[config.mk]
export PLATFORM = sky130hd
export DESIGN_NAME = bbsd_ram
export DESIGN_NICKNAME = d
export VERILOG_FILES = /design/src/rtl/bbsd_ram.sv
export SDC_FILE = /design/constraint.sdc
export NUM_CORES = 2
export LEC_CHECK = 0
export BUFFER_PORTS_ARGS = -buffer_cell sky130_fd_sc_hd__buf_2
export CORE_UTILIZATION = 45
export DETAILED_ROUTE_END_ITERATION = 16
export MAX_ROUTING_LAYER = met4
export PLACE_DENSITY = 0.68
export SLEW_MARGIN = 20
export SYNTH_ARGS = -nofsm -noshare
export SYNTH_HDL_FRONTEND = slang
export SYNTH_SLANG_ARGS = --single-unit
[constraint.sdc]
create_clock -name i_clk -period 2.7 [get_ports i_clk]
set_input_delay 0.54 -clock i_clk [delete_from_list [all_inputs] [get_ports i_clk]]
set_output_delay 0.54 -clock i_clk [all_outputs]
set_load 0.1 [all_outputs]
[src/rtl/bbsd_ram.sv]
// Generic simple dual-port RAM: one write port, one read port with a
// registered read that holds its data while no read is issued. Depends on nothing.
`timescale 1ns / 1ps
`default_nettype none
module bbsd_ram #(
    parameter int WIDTH = 8,
    parameter int DEPTH = 512
) (
    input  wire logic                     i_clk,
    input  wire logic                     i_we,
    input  wire logic [$clog2(DEPTH)-1:0] i_waddr,
    input  wire logic [WIDTH-1:0]         i_wdata,
    input  wire logic                     i_re,
    input  wire logic [$clog2(DEPTH)-1:0] i_raddr,
    output logic      [WIDTH-1:0]         o_rdata
);

    logic [WIDTH-1:0] r_mem [DEPTH];
    logic [WIDTH-1:0] r_rdata;

    always_ff @(posedge i_clk) begin
        if (i_we) begin
            r_mem[i_waddr] <= i_wdata;
        end
        if (i_re) begin
            r_rdata <= r_mem[i_raddr];
        end
    end

    assign o_rdata = r_rdata;

endmodule
`default_nettype wire

==> results by group <==
Status
  • Status: complete, but fails checks
  • Failing checks: setup timing

Yosys
  • Syn Nets: between 8000 and 9000
  • Yosys reg bits: between 4000 and 5000
  • Syn_area_per_cell: 19.9 µm²
  • Prevailing post-synth register cell: edfxtp_1
  • Cell Area, Synth: 0.160 mm²
  • Synth area leaders: edfxtp_1 (77%), mux4_2 (9.2%), mux2i_1 (5.0%), o221ai_1 (2.0%), nor2_1 (1.4%)
  • Post-synth EDFFs: 4104
  • Area leader, netlist: edfxtp_1
  • Unique masters post-synth: 50
  • Yosys warnings: 0
  • Sequential fraction of the synthesis area: 0.770
  • Share of flip-flops with an asynchronous set or reset: 0
  • Mapped Cells: 8030
  • Area share of the largest cell type after synthesis: 0.770

CTS
  • Clock Tree Root: clkbuf_16
  • Number of H-tree levels: 5
  • Clock-pin slew on the worst setup and hold paths: 60 ps
  • Clock Latency Late Sink: ~960 ps
  • Num CTS Buffers: about 410
  • Sink Count: 4104
  • TritonCTS clock tree: yes
  • CTS Buffer Depth: 4

Critical path
  • Slowest CP cell: mux4_2
  • R2r worst-path depth: 10
  • Critical Path RT: 3420 ps
  • Type of the worst setup path: in -> reg
  • Worst R2R Setup Slack: -70 ps
  • Crit-path max cell delay: 580 ps
  • CP max FO: 20
  • CP endpoint kind: register
  • Startpoint types: primary input
  • CP bufs+invs: 5
  • Worst path cell trace: buf_16 -> buf_12 -> buf_12 -> buf_12 -> mux4_2 -> o22ai_1 -> a22oi_1 -> nand4_1 -> o21ai_0 -> buf_4 -> o2111a_1
  • R2r endpoint: o_rdata[4]
  • Crit path top cell by count: buf_12
  • Reg2Reg Launch Point: r_mem[266][4]
  • Delay-heaviest family, CP: buffers and inverters
  • CP Data Arrival Time: 3500 ps

STA
  • RSZ-0062 raised after global routing: yes
  • Worst-Margin Slew: about 1000 ps
  • Max frequency: 359 MHz
  • Slack of the critical path: -83.3 ps
  • Clk_skew: roughly 42 ps
  • Fin crit share: 1.03
  • Final setup TNS: -226 ps
  • Hold_ws: 92.5 ps
  • Rel. slew slack: 0.291
  • Final setup fails: 5
  • Fin crit period: 2780 ps
  • Max-slew violations: 0
  • Hold Fails Final Rpt: 0

GRT
  • Vias in the first global route: 88288
  • Largest net degree at the start of global routing: 131
  • GR Overflow Total: 0
  • GRT Util Overall: 0.245
  • First-pass GRT wire length: about 620000 µm
  • Initial antenna violation count: 14

Worst hold path
  • Hold endpoint: r_mem[5][5]
  • Worst Min Path Start: i_wdata[5]
  • Worst Hold Depth: 1
  • HP Class: in -> reg

Power
  • Power Dens Cells: approximately 700 mW/mm²
  • Worst IR Drop VDD: slightly above 0.6 mV
  • Leak pwr: 63.9 nW

Final layout
  • Final Non-Filler Cells: 14599
  • Final core utilization: 0.542
  • Share of post-route cells with drive strength above 1: 0.292
  • Commonest non-fill, non-tap cell in the layout: edfxtp_1
  • Layout fillers: 26409
  • Final #Nets: 9560
  • Area Growth Syn to Fin: 19.6%
  • Most frequent cells in the layout: edfxtp_1 (4104), buf_4 (1348), mux2i_1 (797)

Placement
  • Post-placement cell count: around 14000
  • Port Buf Inserts: 36
  • Dpl ws: -1470 ps
  • Post-DP HPWL: 281000 µm
  • Placer Congestion: 0.956

Routing
  • Via density: 6.02
  • Drt pass-1 iters: 7
  • Vias: 87879
  • Number of remaining DRC errors: 0
  • Initial DRC count: 11327
  • WL/cell: ~29 µm
  • Final wirelength: approximately 430000 µm
  • Post-DRT Antenna Nets: 0

Floorplan
  • Initial Util: 0.453
  • Die X: 598 µm
  • Number of I/O pins: 37
  • Core Region: 0.353 mm²
  • Die Area: roughly 0.36 mm²
  • Row count: 218
  • Die H: 598 µm

Job
  • Max-Cap Viols: 0
==> worst max path at each step <==
stage | start | endpoint | slack, ps | cells after the start
floorplan | i_raddr[0] | o_rdata[0] | 50 | 10
global placement | i_raddr[0] | o_rdata[2] | -1600 | 11
detailed placement | i_raddr[1] | o_rdata[3] | -1470 | 11
CTS | r_mem[320][2] | o_rdata[2] | 20 | 8
global route | r_mem[266][4] | o_rdata[4] | -250 | 10
finish | i_raddr[0] | o_rdata[4] | -80 | 11
==> registers in the layout (all words and copies together), names as in the netlist <==
register,count
o_rdata,8
r_mem,4096
==> layout make-up <==
| cell class | instances | area [µm²] | share of cell area |
|---|---|---|---|
| flip-flops and latches | 4104 | 123000 | 0.644 |
| multi-input cells | 3410 | 34100 | 0.178 |
| repair buffers | 1607 | 14800 | 0.0775 |
| clock buffers | 486 | 10500 | 0.0550 |
| well taps | 4730 | 5920 | 0.0309 |
| clock inverters | 251 | 2740 | 0.0143 |
| diodes | 8 | 20.0 | 0.000105 |
| inverters | 3 | 18.8 | 0.0000981 |
==> worst register-to-register path, cell delays in order (launching register included) <==
cell and delay (ps):
edfxtp_1 350, mux2i_1 90, o221ai_1 190, buf_4 160, a21oi_1 140, nor4_1 330, buf_4 190, nand4_1 410
nor4_2 440, buf_4 170, o2111a_1 190
==> what timing repair did <==
action / 4_1_cts / 5_1_grt
endpoints found under the hold margin: 103 / 0
pin swaps: 2 / 1
gates resized for setup: 19 / 7
setup buffers: 0 / 0
endpoints found under the setup margin: 8 / 6
hold buffers: 5 / 0
==> Yosys cell counts (3+ instances only) <==
master and number:
nand3_1 36, a22o_1 5, or2_2 4, o221ai_1 371
nor4_1 36, a211oi_1 17, nand2_1 111, o21ai_0 118
a2111oi_0 3, and2_1 20, o22a_1 3, nor3b_1 8
nand2b_1 4, a21oi_1 194, a22oi_1 61, nand4_1 32
buf_1 41, nor2_1 597, and3_1 4, or3_1 6
nor3_1 109, and3b_1 4, mux4_2 654, o31ai_1 13
o311ai_0 5, buf_6 64, buf_12 5, clkbuf_1 265
edfxtp_1 4104, o22ai_1 163, buf_2 57, buf_4 70
buf_8 11, o41ai_1 7, mux2i_1 797, nor2b_1 6
o2111a_1 8
==> per-stage QoR <==
step / power [mW] / cell area [µm²]
2_1_floorplan: 75.0 / 160000
3_3_place_gp: 79.0 / 178000
3_5_place_dp: 79.1 / 178000
4_1_cts: 135 / 191000
5_1_grt: 137 / 191000
6_report: 134 / 191000
==> layer usage <==
layer,global-route usage,vias up,part of all wire
met2,0.385,4879,0.48
li1,-,36479,-
met1,0.325,45695,0.39
met5,-,-,0
met4,0.0848,0,0.040
met3,0.0409,826,0.094
==> cells by family after synthesis <==
family | count (synthesis) | synth area share
simple gates | 980 | 0.0263
buf+inv | 516 | 0.0185
mux | 1451 | 0.142
flops | 4104 | 0.770
compound gates | 979 | 0.0431
==> report_power, final <==
group	switching, mW	internal (mW)	leakage [nW]
sequential	0.0448	70.2	36.9
combinational	4.77	2.92	20.5
clock	24.0	32.5	6.45
Power figures use the tool's default switching activity.
